==> config.mk <==
export PLATFORM = sky130hd
export DESIGN_NAME = touch_sample_filter_and_mapper
export DESIGN_NICKNAME = d
export VERILOG_FILES = /design/src/hw/rtl/tsfm_pkg.sv /design/src/hw/rtl/tsfm_ctrl.sv /design/src/hw/rtl/tsfm_dp.sv /design/src/hw/rtl/touch_sample_filter_and_mapper.sv
export SDC_FILE = /design/constraint.sdc
export NUM_CORES = 2
export LEC_CHECK = 0
export BUFFER_PORTS_ARGS = -buffer_cell sky130_fd_sc_hd__buf_2
export CORE_MARGIN = 2
export CORE_UTILIZATION = 50
export CTS_CLUSTER_DIAMETER = 80
export DETAILED_ROUTE_END_ITERATION = 6
export GPL_TIMING_DRIVEN = 1
export HOLD_SLACK_MARGIN = 0.08
export PLACE_DENSITY = 0.67
export SETUP_SLACK_MARGIN = 0.15
export SLEW_MARGIN = 20
export SYNTH_ARGS = -nofsm -noshare
export SYNTH_HDL_FRONTEND = slang
export SYNTH_SLANG_ARGS = --single-unit
==> constraint.sdc <==
create_clock -name clk -period 15.68 [get_ports clk]
set_input_delay 2.352 -clock clk [delete_from_list [all_inputs] [get_ports clk]]
set_output_delay 2.352 -clock clk [all_outputs]
set_load 0.02 [all_outputs]
==> src/hw/rtl/tsfm_pkg.sv <==
// shared types and constants for the touch sample filter and mapper
// used by tsfm_ctrl, tsfm_dp and the top level; no dependencies
package tsfm_pkg;

  localparam int unsigned DW        = 12;   // width of one raw reading
  localparam int unsigned IN_W      = 144;  // twelve readings packed
  localparam int unsigned OUT_W     = 32;   // column, row, pressure padded
  localparam int unsigned PROD_W    = 24;   // offset-corrected reading times screen top
  localparam int unsigned DIV_STEPS = PROD_W / 2;  // two quotient bits a step
  localparam int unsigned CNT_W     = $clog2(DIV_STEPS);

  localparam logic [DW-1:0] MAX12   = 12'hFFF;
  localparam logic [15:0]   RECIP3  = 16'd43691;  // ceil(2^17 / 3)

  localparam logic [8:0] HELD_X_RST = 9'd160;
  localparam logic [7:0] HELD_Y_RST = 8'd120;

  localparam int unsigned ORI_SWAP = 0;
  localparam int unsigned ORI_INVX = 1;
  localparam int unsigned ORI_INVY = 2;

  localparam logic [DW-1:0] X_OFFSET_RST = 12'd351;
  localparam logic [DW-1:0] X_SPAN_RST   = 12'd3465;
  localparam logic [DW-1:0] Y_OFFSET_RST = 12'd306;
  localparam logic [DW-1:0] Y_SPAN_RST   = 12'd3446;
  localparam logic [2:0]    ORIENT_RST   = 3'd7;
  localparam logic [DW-1:0] THRESH_RST   = 12'd350;

  typedef enum logic [2:0] {
    REG_X_OFFSET,
    REG_X_SPAN,
    REG_Y_OFFSET,
    REG_Y_SPAN,
    REG_ORIENT,
    REG_THRESH,
    REG_CALIB_HOLD
  } cfg_reg_t;

  typedef struct packed {
    logic [DW-1:0] x_off;
    logic [DW-1:0] x_span;
    logic [DW-1:0] y_off;
    logic [DW-1:0] y_span;
    logic [2:0]    orient;
    logic [DW-1:0] thresh;
    logic          calib;
  } cfg_t;

  typedef enum logic [3:0] {
    S_IDLE,
    S_MID,
    S_AVG,
    S_PROD,
    S_LDX,
    S_DIVX,
    S_LDY,
    S_DIVY,
    S_DONE
  } state_t;

  typedef struct packed {
    logic load;       // capture the input word
    logic mid;        // pressure check and middle-three sums
    logic avg;        // divide sums by three
    logic prod;       // offset subtract and scale products
    logic div_load;   // start the divider
    logic div_step;   // one radix-4 divider step
    logic sel_y;      // divider works on the second screen axis
    logic store_x;    // keep first-axis quotient
    logic out_load;   // fill the result register
  } ctrl_cmd_t;

endpackage

==> src/hw/rtl/tsfm_ctrl.sv <==
// sequencer for the touch sample filter: walks the datapath through its steps
// and owns the input/output handshakes; depends on tsfm_pkg
module tsfm_ctrl (
  input  logic                 clk,
  input  logic                 rst_n,
  input  logic                 in_tvalid,
  output logic                 in_tready,
  output logic                 out_tvalid,
  input  logic                 out_tready,
  output tsfm_pkg::ctrl_cmd_t  cmd
);
  import tsfm_pkg::*;

  state_t           state_r, state_nxt;
  logic [CNT_W-1:0] cnt_r, cnt_nxt;
  logic             out_valid_r, out_valid_nxt;

  always_ff @(posedge clk) begin
    if (!rst_n) begin
      state_r     <= S_IDLE;
      cnt_r       <= '0;
      out_valid_r <= 1'b0;
    end else begin
      state_r     <= state_nxt;
      cnt_r       <= cnt_nxt;
      out_valid_r <= out_valid_nxt;
    end
  end

  always_comb begin
    state_nxt = state_r;
    cnt_nxt   = cnt_r;
    cmd       = '0;
    in_tready = 1'b0;
    unique case (state_r)
      S_IDLE: begin
        in_tready = 1'b1;
        if (in_tvalid) begin
          cmd.load  = 1'b1;
          state_nxt = S_MID;
        end
      end
      S_MID: begin
        cmd.mid   = 1'b1;
        state_nxt = S_AVG;
      end
      S_AVG: begin
        cmd.avg   = 1'b1;
        state_nxt = S_PROD;
      end
      S_PROD: begin
        cmd.prod  = 1'b1;
        state_nxt = S_LDX;
      end
      S_LDX: begin
        cmd.div_load = 1'b1;
        cnt_nxt      = '0;
        state_nxt    = S_DIVX;
      end
      S_DIVX: begin
        cmd.div_step = 1'b1;
        cnt_nxt      = cnt_r + 1'b1;
        if (cnt_r == CNT_W'(DIV_STEPS - 1)) begin
          cnt_nxt   = '0;
          state_nxt = S_LDY;
        end
      end
      S_LDY: begin
        cmd.store_x  = 1'b1;
        cmd.div_load = 1'b1;
        cmd.sel_y    = 1'b1;
        cnt_nxt      = '0;
        state_nxt    = S_DIVY;
      end
      S_DIVY: begin
        cmd.div_step = 1'b1;
        cmd.sel_y    = 1'b1;
        cnt_nxt      = cnt_r + 1'b1;
        if (cnt_r == CNT_W'(DIV_STEPS - 1)) begin
          cnt_nxt   = '0;
          state_nxt = S_DONE;
        end
      end
      S_DONE: begin
        // wait for the result register to drain
        if (!out_valid_r || out_tready) begin
          cmd.out_load = 1'b1;
          state_nxt    = S_IDLE;
        end
      end
      default: begin
        state_nxt = S_IDLE;
      end
    endcase
  end

  always_comb begin
    out_valid_nxt = out_valid_r;
    if (cmd.out_load) begin
      out_valid_nxt = 1'b1;
    end else if (out_tready) begin
      out_valid_nxt = 1'b0;
    end
  end

  assign out_tvalid = out_valid_r;

  a_load_starts: assert property (@(posedge clk) disable iff (!rst_n)
    cmd.load |=> state_r == S_MID)
    else $error("accepted word did not start processing");

  a_no_overwrite: assert property (@(posedge clk) disable iff (!rst_n)
    cmd.out_load |-> (!out_valid_r || out_tready))
    else $error("result register overwritten while still held");

  a_div_count: assert property (@(posedge clk) disable iff (!rst_n)
    (state_r == S_DIVX || state_r == S_DIVY) |-> cnt_r <= CNT_W'(DIV_STEPS - 1))
    else $error("divider step count out of range");

endmodule

==> src/hw/rtl/tsfm_dp.sv <==
// datapath of the touch sample filter: pressure check, trimmed mean,
// scaling with a shared radix-4 divider, held coordinates; depends on tsfm_pkg
module tsfm_dp #(
  parameter int unsigned SCREEN_WIDTH  = 320,
  parameter int unsigned SCREEN_HEIGHT = 240
) (
  input  logic                       clk,
  input  logic                       rst_n,
  input  tsfm_pkg::ctrl_cmd_t        cmd,
  input  tsfm_pkg::cfg_t             cfg,
  input  logic [tsfm_pkg::IN_W-1:0]  in_data,
  output logic                       out_touched,
  output logic [8:0]                 out_x,
  output logic [7:0]                 out_y,
  output logic [tsfm_pkg::DW-1:0]    out_press
);
  import tsfm_pkg::*;

  localparam logic [DW-1:0] TOP_X = DW'(SCREEN_WIDTH - 1);
  localparam logic [DW-1:0] TOP_Y = DW'(SCREEN_HEIGHT - 1);

  function automatic logic [13:0] mid3_sum(input logic [4:0][DW-1:0] s);
    logic [14:0]   tot;
    logic [DW-1:0] mn;
    logic [DW-1:0] mx;
    logic [14:0]   r;
    tot = '0;
    mn  = s[0];
    mx  = s[0];
    for (int i = 0; i < 5; i++) begin
      tot = tot + 15'(s[i]);
      if (s[i] < mn) mn = s[i];
      if (s[i] > mx) mx = s[i];
    end
    // sum of the middle three is the total less the extremes
    r = tot - 15'(mn) - 15'(mx);
    return r[13:0];
  endfunction

  function automatic logic [DW-1:0] fin_axis(input logic [PROD_W-1:0] q,
                                             input logic [DW-1:0] top,
                                             input logic inv);
    logic [PROD_W-1:0] t;
    logic [PROD_W-1:0] v;
    t = PROD_W'(top);
    v = q;
    if (inv) v = (v > t) ? '0 : t - v;
    if (v > t) v = t;
    return v[DW-1:0];
  endfunction

  // captured input word
  logic [DW-1:0]         pa_r, pb_r;
  logic [4:0][DW-1:0]    xs_r, ys_r;

  logic [13:0]           mid_x_r, mid_y_r;
  logic [DW-1:0]         press_r;
  logic                  ok_r;
  logic [DW-1:0]         avg_x_r, avg_y_r;
  logic [PROD_W-1:0]     prod_x_r, prod_y_r;

  logic [PROD_W-1:0]     dd_r, q_r, qx_r;
  logic [DW-1:0]         rem_r;

  logic [8:0]            held_x_r;
  logic [7:0]            held_y_r;
  logic                  out_touched_r;
  logic [8:0]            out_x_r;
  logic [7:0]            out_y_r;
  logic [DW-1:0]         out_press_r;

  // pressure and touch decision
  logic [DW:0]           z_raw;
  logic                  ok_nxt;
  logic [DW-1:0]         press_nxt;

  assign z_raw     = {1'b0, pa_r} + {1'b0, MAX12} - {1'b0, pb_r};
  assign ok_nxt    = !cfg.calib && (pa_r != '0) && (pb_r != '0) &&
                     (z_raw >= {1'b0, cfg.thresh}) &&
                     (cfg.x_span != '0) && (cfg.y_span != '0);
  assign press_nxt = (z_raw > {1'b0, MAX12}) ? MAX12 : z_raw[DW-1:0];

  // divide by three through the reciprocal
  logic [29:0] px, py;
  assign px = 30'(mid_x_r) * 30'(RECIP3);
  assign py = 30'(mid_y_r) * 30'(RECIP3);

  // swap, offset and scale
  logic [DW-1:0] a_sel, b_sel, da, db;
  assign a_sel = cfg.orient[ORI_SWAP] ? avg_y_r : avg_x_r;
  assign b_sel = cfg.orient[ORI_SWAP] ? avg_x_r : avg_y_r;
  assign da    = (a_sel > cfg.x_off) ? a_sel - cfg.x_off : '0;
  assign db    = (b_sel > cfg.y_off) ? b_sel - cfg.y_off : '0;

  // radix-4 restoring divider step
  logic [DW-1:0] span;
  logic [DW:0]   t1, t2, r1, r2;
  logic          ge1, ge2;

  assign span = cmd.sel_y ? cfg.y_span : cfg.x_span;
  assign t1   = {rem_r, dd_r[PROD_W-1]};
  assign ge1  = t1 >= {1'b0, span};
  assign r1   = ge1 ? t1 - {1'b0, span} : t1;
  assign t2   = {r1[DW-1:0], dd_r[PROD_W-2]};
  assign ge2  = t2 >= {1'b0, span};
  assign r2   = ge2 ? t2 - {1'b0, span} : t2;

  // final mapping
  logic [DW-1:0] sx, sy;
  assign sx = fin_axis(qx_r, TOP_X, cfg.orient[ORI_INVX]);
  assign sy = fin_axis(q_r,  TOP_Y, cfg.orient[ORI_INVY]);

  always_ff @(posedge clk) begin
    if (cmd.load) begin
      pa_r <= in_data[DW-1:0];
      pb_r <= in_data[2*DW-1:DW];
      for (int i = 0; i < 5; i++) begin
        xs_r[i] <= in_data[(2+i)*DW +: DW];
        ys_r[i] <= in_data[(7+i)*DW +: DW];
      end
    end
    if (cmd.mid) begin
      mid_x_r <= mid3_sum(xs_r);
      mid_y_r <= mid3_sum(ys_r);
      press_r <= press_nxt;
      ok_r    <= ok_nxt;
    end
    if (cmd.avg) begin
      avg_x_r <= px[28:17];
      avg_y_r <= py[28:17];
    end
    if (cmd.prod) begin
      prod_x_r <= PROD_W'(da) * PROD_W'(TOP_X);
      prod_y_r <= PROD_W'(db) * PROD_W'(TOP_Y);
    end
    if (cmd.store_x) begin
      qx_r <= q_r;
    end
    if (cmd.div_load) begin
      dd_r  <= cmd.sel_y ? prod_y_r : prod_x_r;
      q_r   <= '0;
      rem_r <= '0;
    end else if (cmd.div_step) begin
      dd_r  <= {dd_r[PROD_W-3:0], 2'b00};
      q_r   <= {q_r[PROD_W-3:0], ge1, ge2};
      rem_r <= r2[DW-1:0];
    end
    if (cmd.out_load) begin
      out_x_r <= ok_r ? sx[8:0] : held_x_r;
      out_y_r <= ok_r ? sy[7:0] : held_y_r;
    end
  end

  always_ff @(posedge clk) begin
    if (!rst_n) begin
      held_x_r      <= HELD_X_RST;
      held_y_r      <= HELD_Y_RST;
      out_touched_r <= 1'b0;
      out_press_r   <= '0;
    end else if (cmd.out_load) begin
      out_touched_r <= ok_r;
      out_press_r   <= ok_r ? press_r : '0;
      if (ok_r) begin
        held_x_r <= sx[8:0];
        held_y_r <= sy[7:0];
      end
    end
  end

  assign out_touched = out_touched_r;
  assign out_x       = out_x_r;
  assign out_y       = out_y_r;
  assign out_press   = out_press_r;

  a_press_matches_touch: assert property (@(posedge clk) disable iff (!rst_n)
    out_touched_r == (out_press_r != '0))
    else $error("pressure and touch flag disagree");

  a_held_follows_touch: assert property (@(posedge clk) disable iff (!rst_n)
    (cmd.out_load && ok_r) |=> (held_x_r == out_x_r && held_y_r == out_y_r))
    else $error("held coordinates not updated with a touch");

endmodule

==> src/hw/rtl/touch_sample_filter_and_mapper.sv <==
// A sample word is taken only in the idle state, so the next one enters once
// the previous result is in the result register. The shared radix-4 divider
// runs 12 steps per screen axis, once for X and once for Y. The result
// register lets the next word enter while a result waits. Synchronous
// active-low reset restores the register defaults and the held coordinates
// (160, 120); no clearing pass is needed.
module touch_sample_filter_and_mapper #(
  parameter int unsigned SCREEN_WIDTH  = 320,
  parameter int unsigned SCREEN_HEIGHT = 240
) (
  input  logic                       clk,
  input  logic                       rst_n,
  // press_a, press_b, x_sample_0..4, y_sample_0..4 (12 bits each)
  input  logic [tsfm_pkg::IN_W-1:0]  in_tdata,
  input  logic                       in_tvalid,
  output logic                       in_tready,
  // column [8:0], row [16:9], pressure [28:17], zero pad
  output logic [tsfm_pkg::OUT_W-1:0] out_tdata,
  // touched
  output logic                       out_tuser,
  output logic                       out_tvalid,
  input  logic                       out_tready,
  input  logic                       cfg_valid,
  output logic                       cfg_ready,
  input  logic [2:0]                 cfg_index,
  input  logic [tsfm_pkg::DW-1:0]    cfg_data
);
  import tsfm_pkg::*;

  cfg_t      cfg_r;
  ctrl_cmd_t cmd;
  logic [8:0]    res_x;
  logic [7:0]    res_y;
  logic [DW-1:0] res_press;
  logic          res_touched;

  assign cfg_ready = 1'b1;

  always_ff @(posedge clk) begin
    if (!rst_n) begin
      cfg_r.x_off  <= X_OFFSET_RST;
      cfg_r.x_span <= X_SPAN_RST;
      cfg_r.y_off  <= Y_OFFSET_RST;
      cfg_r.y_span <= Y_SPAN_RST;
      cfg_r.orient <= ORIENT_RST;
      cfg_r.thresh <= THRESH_RST;
      cfg_r.calib  <= 1'b0;
    end else if (cfg_valid && cfg_ready) begin
      unique case (cfg_reg_t'(cfg_index))
        REG_X_OFFSET:   cfg_r.x_off  <= cfg_data;
        REG_X_SPAN:     cfg_r.x_span <= cfg_data;
        REG_Y_OFFSET:   cfg_r.y_off  <= cfg_data;
        REG_Y_SPAN:     cfg_r.y_span <= cfg_data;
        REG_ORIENT:     cfg_r.orient <= cfg_data[2:0];
        REG_THRESH:     cfg_r.thresh <= cfg_data;
        REG_CALIB_HOLD: cfg_r.calib  <= cfg_data[0];
        default: ;  // unused index, write dropped
      endcase
    end
  end

  tsfm_ctrl u_ctrl (
    .clk        (clk),
    .rst_n      (rst_n),
    .in_tvalid  (in_tvalid),
    .in_tready  (in_tready),
    .out_tvalid (out_tvalid),
    .out_tready (out_tready),
    .cmd        (cmd)
  );

  tsfm_dp #(
    .SCREEN_WIDTH  (SCREEN_WIDTH),
    .SCREEN_HEIGHT (SCREEN_HEIGHT)
  ) u_dp (
    .clk         (clk),
    .rst_n       (rst_n),
    .cmd         (cmd),
    .cfg         (cfg_r),
    .in_data     (in_tdata),
    .out_touched (res_touched),
    .out_x       (res_x),
    .out_y       (res_y),
    .out_press   (res_press)
  );

  assign out_tdata = {3'b000, res_press, res_y, res_x};
  assign out_tuser = res_touched;

endmodule
==> Yosys cells after proc, flatten, opt, wreduce, memory -nomap -nowiden <==
Index checks and enable logic that the tools add are counted.
{ "op_classes": {"addsub": 21, "multipliers": 4, "order_cmp": 26, "n_eq_ne": 19, "n_mux": 74, "reduce_logical": 28} }
{ "ops": {"columns": ["op", "count"], "rows": [
  ["2-to-1 mux 12 bit", 42],
  ["2-to-1 mux 24 bit", 6],
  ["> comparator 12 bit", 10],
  ["less-than comparator 12 bit", 8],
  ["adder 14 x 12 -> 14 bit", 6],
  ["multiplier 14 x 16 -> 29 bit, second input constant", 2],
  ["subtractor 14 x 12 -> 14 bit", 4],
  ["> comparator 24 x 8 -> 1 bit, second input constant", 2],
  ["> comparator 24 x 9 -> 1 bit, second input constant", 2],
  ["nonzero test 12 bit", 4],
  ["subtractor 12 bit", 4],
  ["greater-or-equal comparator 13 x 12 -> 1 bit", 3],
  ["one-hot mux 4 bit (9 select lines)", 1],
  ["adder 12 x 12 -> 13 bit", 2],
  ["subtractor 8 x 24 -> 24 bit, first input constant", 1],
  ["subtractor 9 x 24 -> 24 bit, first input constant", 1],
  ["multiplier 12 x 9 -> 21 bit, second input constant", 1],
  ["2-to-1 mux 21 bit", 1],
  ["multiplier 12 x 8 -> 20 bit, second input constant", 1],
  ["2-to-1 mux 4 bit", 5],
  ["2-to-1 mux 9 bit", 2],
  ["equality test 4 x 3 -> 1 bit, second input constant", 4],
  ["2-to-1 mux 8 bit", 2],
  ["2-to-1 mux 1 bit", 14],
  ["22 further kinds", 44]
]} }
{ "word_totals": {"register_bits": 454, "in_bits": 164, "out_inout_bits": 36, "word_cells": 212} }

==> Longest topological paths before layout <==
{ "depth": {"depth_word": 17, "ltp_mapped": 69, "mapped_depth_nobuf": 66} }

==> By module <==
A second synthesis with hierarchy kept.
{ "hier_totals": {"hier_cells": 3902, "area_unflattened_um2": 40370.0} }
{ "modules_own_cells": {"columns": ["module", "instances", "cells_per_inst", "area_per_inst_um2", "seq_area_each_um2"], "rows": [
  ["tsfm_dp", 1, 3593, 37307.0, 10780.3],
  ["touch_sample_filter_and_mapper", 1, 246, 2565.0, 1281.2],
  ["tsfm_ctrl", 1, 63, 498.0, 180.2]
]} }

==> Least setup slack after synthesis <==
No wires, ideal clock.
{ "synth_timing": {"kind": "register to register", "start": "register u_dp.ys_r[6] (netlist name)", "end": "register u_dp.mid_y_r[13] (data pin)", "setup_ns": 0.260, "t_arrival_ns": 12.051, "required_ns": 15.420, "setup_slack_ns": 3.369, "stages_incl_launch_ff": 66, "path_buffers": 4, "synth_period_minus_slack_ns": 12.311, "path_cell_list": "edfxtp_1 inv_1 ha_1 nand2_1 o21ai_0 a221o_1 nor2_1 clkbuf_1 nor2_1 a21oi_1 ha_1 a21o_1 a21o_1 a21o_1 a21o_1 a21o_1 a21o_1 a221oi_1 [... 30 more ...] fa_1 fa_1 fa_1 inv_1 ha_1 nor2b_1 o21ai_0 a21boi_0 o21ai_0 nand2_1 and2_1 o21ai_0 nand2_1 a21oi_1 o21bai_1 a21o_1 a21oi_1 xnor2_1"} }
{ "synth_between": {"elab_chain_cells": 15, "word_cells_on_any_way": 31, "cone_classes": "add/sub (6); order compare (8); mux (17)"} }
{ "synth_lines": {"columns": ["element", "line_no", "rtl"], "rows": [
  ["start: declaration", "tsfm_dp.sv:54", "logic [4:0][DW-1:0] xs_r, ys_r;"],
  ["start signal: indexed assignment", "tsfm_dp.sv:119", "ys_r[i] <= in_data[(7+i)*DW +: DW];"],
  ["2-to-1 mux 12 bit", "tsfm_dp.sv:122", "if (cmd.mid) begin"],
  ["less-than comparator 12 bit", "tsfm_dp.sv:32", "if (s[i] < mn) mn = s[i];"],
  ["2-to-1 mux 12 bit", "tsfm_dp.sv:32", null],
  ["2-to-1 mux 12 bit", "tsfm_dp.sv:122", null],
  ["less-than comparator 12 bit", "tsfm_dp.sv:32", null],
  ["2-to-1 mux 12 bit", "tsfm_dp.sv:32", null],
  ["2-to-1 mux 12 bit", "tsfm_dp.sv:122", null],
  ["less-than comparator 12 bit", "tsfm_dp.sv:32", null],
  ["2-to-1 mux 12 bit", "tsfm_dp.sv:32", null],
  ["2-to-1 mux 12 bit", "tsfm_dp.sv:122", null],
  ["less-than comparator 12 bit", "tsfm_dp.sv:32", null],
  ["2-to-1 mux 12 bit", "tsfm_dp.sv:32", null],
  ["2-to-1 mux 12 bit", "tsfm_dp.sv:122", null],
  ["subtractor 14 x 12 -> 14 bit", "tsfm_dp.sv:36", "r = tot - 15'(mn) - 15'(mx);"],
  ["subtractor 14 x 12 -> 14 bit (*)", "tsfm_dp.sv:36", null],
  ["end signal: assignment", "tsfm_dp.sv:124", "mid_y_r <= mid3_sum(ys_r);"],
  ["end: declaration", "tsfm_dp.sv:56", "logic [13:0] mid_x_r, mid_y_r;"]
]} }
Mark *: on every way between the ends. The rest lies on a longest branch, timed or not. The select of a mux whose other input is x is not followed.
A chain may end at the register's enable or synchronous reset.

==> Worst setup path after layout <==
{ "layout_timing": {"start": "register u_dp.xs_r[6] (netlist name)", "end": "register u_dp.mid_x_r[13] (data pin)"} }
{ "layout_between": {"elab_chain_cells": 15, "word_cells_on_any_way": 31, "cone_classes": "add/sub (6); order compare (8); mux (17)"} }
{ "layout_lines": {"columns": ["element", "line_no", "rtl"], "rows": [
  ["start: declaration", "tsfm_dp.sv:54", null],
  ["start signal: indexed assignment", "tsfm_dp.sv:118", "xs_r[i] <= in_data[(2+i)*DW +: DW];"],
  ["2-to-1 mux 12 bit", "tsfm_dp.sv:122", null],
  ["less-than comparator 12 bit", "tsfm_dp.sv:32", null],
  ["2-to-1 mux 12 bit", "tsfm_dp.sv:32", null],
  ["2-to-1 mux 12 bit", "tsfm_dp.sv:122", null],
  ["less-than comparator 12 bit", "tsfm_dp.sv:32", null],
  ["2-to-1 mux 12 bit", "tsfm_dp.sv:32", null],
  ["2-to-1 mux 12 bit", "tsfm_dp.sv:122", null],
  ["less-than comparator 12 bit", "tsfm_dp.sv:32", null],
  ["2-to-1 mux 12 bit", "tsfm_dp.sv:32", null],
  ["2-to-1 mux 12 bit", "tsfm_dp.sv:122", null],
  ["less-than comparator 12 bit", "tsfm_dp.sv:32", null],
  ["2-to-1 mux 12 bit", "tsfm_dp.sv:32", null],
  ["2-to-1 mux 12 bit", "tsfm_dp.sv:122", null],
  ["subtractor 14 x 12 -> 14 bit", "tsfm_dp.sv:36", null],
  ["subtractor 14 x 12 -> 14 bit (*)", "tsfm_dp.sv:36", null],
  ["end signal: assignment", "tsfm_dp.sv:123", "mid_x_r <= mid3_sum(xs_r);"],
  ["end: declaration", "tsfm_dp.sv:56", null]
]} }
Marks and branches as above.

==> run metrics <==
run status=completed; clock tree from TritonCTS=yes; Filler cells=7036; total clock buffers created by CTS=54; register bit total from synthesis=around 450; critical path class=reg2reg; post-synthesis area per instance=10.0 sq um; number of sinks driven by the clock tree=between 400 and 500; layout cells sized above 1=0.0953; overall fraction of global-route tracks in use=0.213; die area=83100 sq um; final worst setup slack=approximately 2 ns; area growth from synthesis to final layout=10.2%; count of cell types in the netlist=87; maximum fanout encountered on the critical timing path=14; slowest cell on the critical path=a211oi_2; Die Width=288 microns; antenna violations before repair=6; final-layout setup total negative slack=0 ns; CTS root buf=clkbuf_16; DR iter-0 viols=1411; Worst R2R End=u_dp.mid_x_r[13]$_DFFE_PP_; shortest clock period the worst path allows after layout=roughly 14 ns; startpoint of the worst-slack reg-to-reg timing path=u_dp.xs_r[6]$_DFFE_PP_; achievable clock frequency=approximately 0.073 GHz; Place WS=2.05 ns; number of nets in the finished design=roughly 5200; Seq/Total Area, Yosys=0.303; vias in the first global route=between 20000 and 30000; MaxCap Viol Count=0; flop2flop setup slack=about 2 ns; count of antenna-violating nets left after detailed routing=0; maximum number of pins on one net before global-route repair=between 100 and 150; worst endpoint required time=about 16 ns; final wirelength=between 80 and 90 mm; y dimension of the die=between 200 and 300 microns; maximum count of clock buffers along a single path=3; sum of routed wire segments on met1=roughly 39 mm; effective utilization at floorplan=0.503; summed instance area of the synthesized netlist=40400 sq um; headroom to the max-slew limit=0.300; highest-count cells in the layout ignoring fill and taps=615 x inv_1, 564 x ha_1, 315 x edfxtp_1; period utilisation layout=0.875; clock-pin slew on the worst setup and hold paths=0.06 ns; metal2 WL=42.4 mm; final number of setup-violating endpoints=0; CP endpoint kind=flip-flop; largest stage delay on the critical path=around 0.74 ns; placer congestion estimate=between 0.8 and 0.9; total of cells resized after clock tree synthesis=0; Port Buf Inserts=around 200; floorplan core area=about 80000 sq um; number of cell rows=about 100; global-route wire length before repair=between 100 and 150 mm; top-level port count=200; total iterations of the first detailed-routing run=6; Most used DFF post-synth=edfxtp_1; H-tree depth=2; total grt overflow=0; endpoint arrival time on the critical path=between 10 and 15 ns; Hold Crit Depth=2; post-CTS setup repair buffer count=0; fraction of registers with async set/reset=0; highest layer used for signal routing=met5; final-report max-slew violation count=0; setup repair after global routing missed its margin=false; startpoint kind of the worst setup timing path=flip-flop; WHS Endpoint=u_dp.rem_r[11]$_SDFFE_PN0P_; Synth warnings=0; Wirelength per Cell=~16 microns; detailed-route vias per instance=5.39; latest clock arrival within the worst-skew pair=about 0.65 ns; count of hold buffers inserted by post-cts repair=0; Hold Fails Final Rpt=0; number of synthesized flops with an enable pin=around 320; gate count of the mapped netlist=around 4000; hold path startpoint=u_dp.rem_r[11]$_SDFFE_PN0P_; most common cell after layout, fill and taps aside=inv_1; DP Wirelength=around 70 mm; path class of the lowest-slack min-delay path=reg2reg; post-route clock skew=0.0390 ns; DRC violation count after routing=0; overall via count from detail_route=between 20000 and 30000; CP dominant cell by count=a21oi_1; slew at the pin closest to its max-slew limit=roughly 1.0 ns; met3 layer wire length in the routed design=~3.6 mm; depth of the worst register-to-register path=53
[cells by family (layout without fill, tap and decap cells)]
logic type | count (synthesis) | count (layout) | synth area share
fa+ha+maj | 864 | 864 | 0.323
flops | 454 | 454 | 0.303
compound gates | 715 | 715 | 0.116
xor+xnor | 137 | 137 | 0.0297
other cells | 2 | 7 | 0.000186
buf+inv | 718 | 941 | 0.0673
simple gates | 927 | 927 | 0.107
mux | 208 | 208 | 0.0538
[synth_stat cells (23+ instances only)]
library cell,number,share of area
xnor2_1,102,0.022
ha_1,564,0.17
nor2b_1,63,0.0098
nand3_1,84,0.010
nand4_1,45,0.0070
nor2_1,243,0.023
o21a_1,23,0.0043
nand2b_1,36,0.0056
a21oi_1,235,0.029
nand2_1,311,0.029
o21ai_0,116,0.014
nor3_1,39,0.0048
a21o_1,69,0.013
nor4_1,27,0.0042
mux2_2,50,0.014
fa_1,300,0.15
a21boi_0,59,0.011
dfxtp_1,139,0.069
o21bai_1,43,0.0080
clkbuf_1,81,0.0075
inv_1,616,0.057
mux2i_1,143,0.035
edfxtp_1,315,0.23
and2_1,28,0.0043
xor2_1,35,0.0076
[flip-flops by register name, summed over array words and instances (netlist names), 20 cells and up]
signal         cells
u_dp.dd_r         24
u_dp.prod_x_r     21
cfg_r             64
u_dp.ys_r         60
u_dp.q_r          24
u_dp.xs_r         60
u_dp.qx_r         24
u_dp.prod_y_r     20
[per-stage QoR]
step | area (sq um) | hold WS, ns | util | cells
2_1_floorplan | 40400 | 0.406 | - | 4027
3_3_place_gp | 42600 | 0.432 | 0.530 | 5209
3_5_place_dp | 42600 | 0.438 | 0.530 | 5209
4_1_cts | 44500 | 0.447 | 0.555 | 5310
5_1_grt | 44500 | 0.469 | 0.555 | 5310
6_report | 44500 | 0.441 | 0.555 | 5313
[worst max-delay path, delay by kind of cell, from the launching register on]
kind / cells / cell delay, ns
xor gates and xnor gates: 1 / 0.10
adders and majority gates: 9 / 3.44
and+or+nand+nor: 12 / 1.95
muxes: 3 / 1.09
buffers and inverters: 4 / 0.52
DFF: 1 / 0.49
AOI/OAI and AO/OA: 24 / 5.86
[per-layer routing]
| metal | GRT usage | vias up |
|---|---|---|
| li1 | - | 14209 |
| met1 | 0.282 | 13761 |
| met2 | 0.368 | 493 |
| met3 | 0.0283 | 150 |
| met4 | 0.0566 | 8 |
| met5 | 0 | - |
[final cells by class]
cell class / instances / area (sq um) / area share
well taps: 1060 / 1330 / 0.0298
inverters: 617 / 2320 / 0.0520
flip-flops and latches: 454 / 12200 / 0.275
clock buffers: 64 / 1410 / 0.0317
clock inverters: 37 / 543 / 0.0122
diodes: 3 / 7.51 / 0.000169
multi-input cells: 2855 / 25500 / 0.573
repair buffers: 223 / 1190 / 0.0266
[worst max path at each step]
stage,start,endpoint,slack [ns],depth (start not counted)
final,u_dp.xs_r[6]$_DFFE_PP_,u_dp.mid_x_r[13]$_DFFE_PP_,1.95,53
after global routing,u_dp.xs_r[6]$_DFFE_PP_,u_dp.mid_x_r[13]$_DFFE_PP_,0.92,53
after CTS,u_dp.xs_r[6]$_DFFE_PP_,u_dp.mid_x_r[13]$_DFFE_PP_,2.03,53
after detailed placement,u_dp.xs_r[6]$_DFFE_PP_,u_dp.mid_x_r[13]$_DFFE_PP_,2.05,53
after global placement,u_dp.xs_r[6]$_DFFE_PP_,u_dp.mid_x_r[13]$_DFFE_PP_,2.36,53
after floorplan,u_dp.ys_r[6]$_DFFE_PP_,u_dp.mid_y_r[13]$_DFFE_PP_,3.37,65
Power is not shown: default switching activity piles up to over one toggle a cycle in this logic, so the estimate is an artifact.
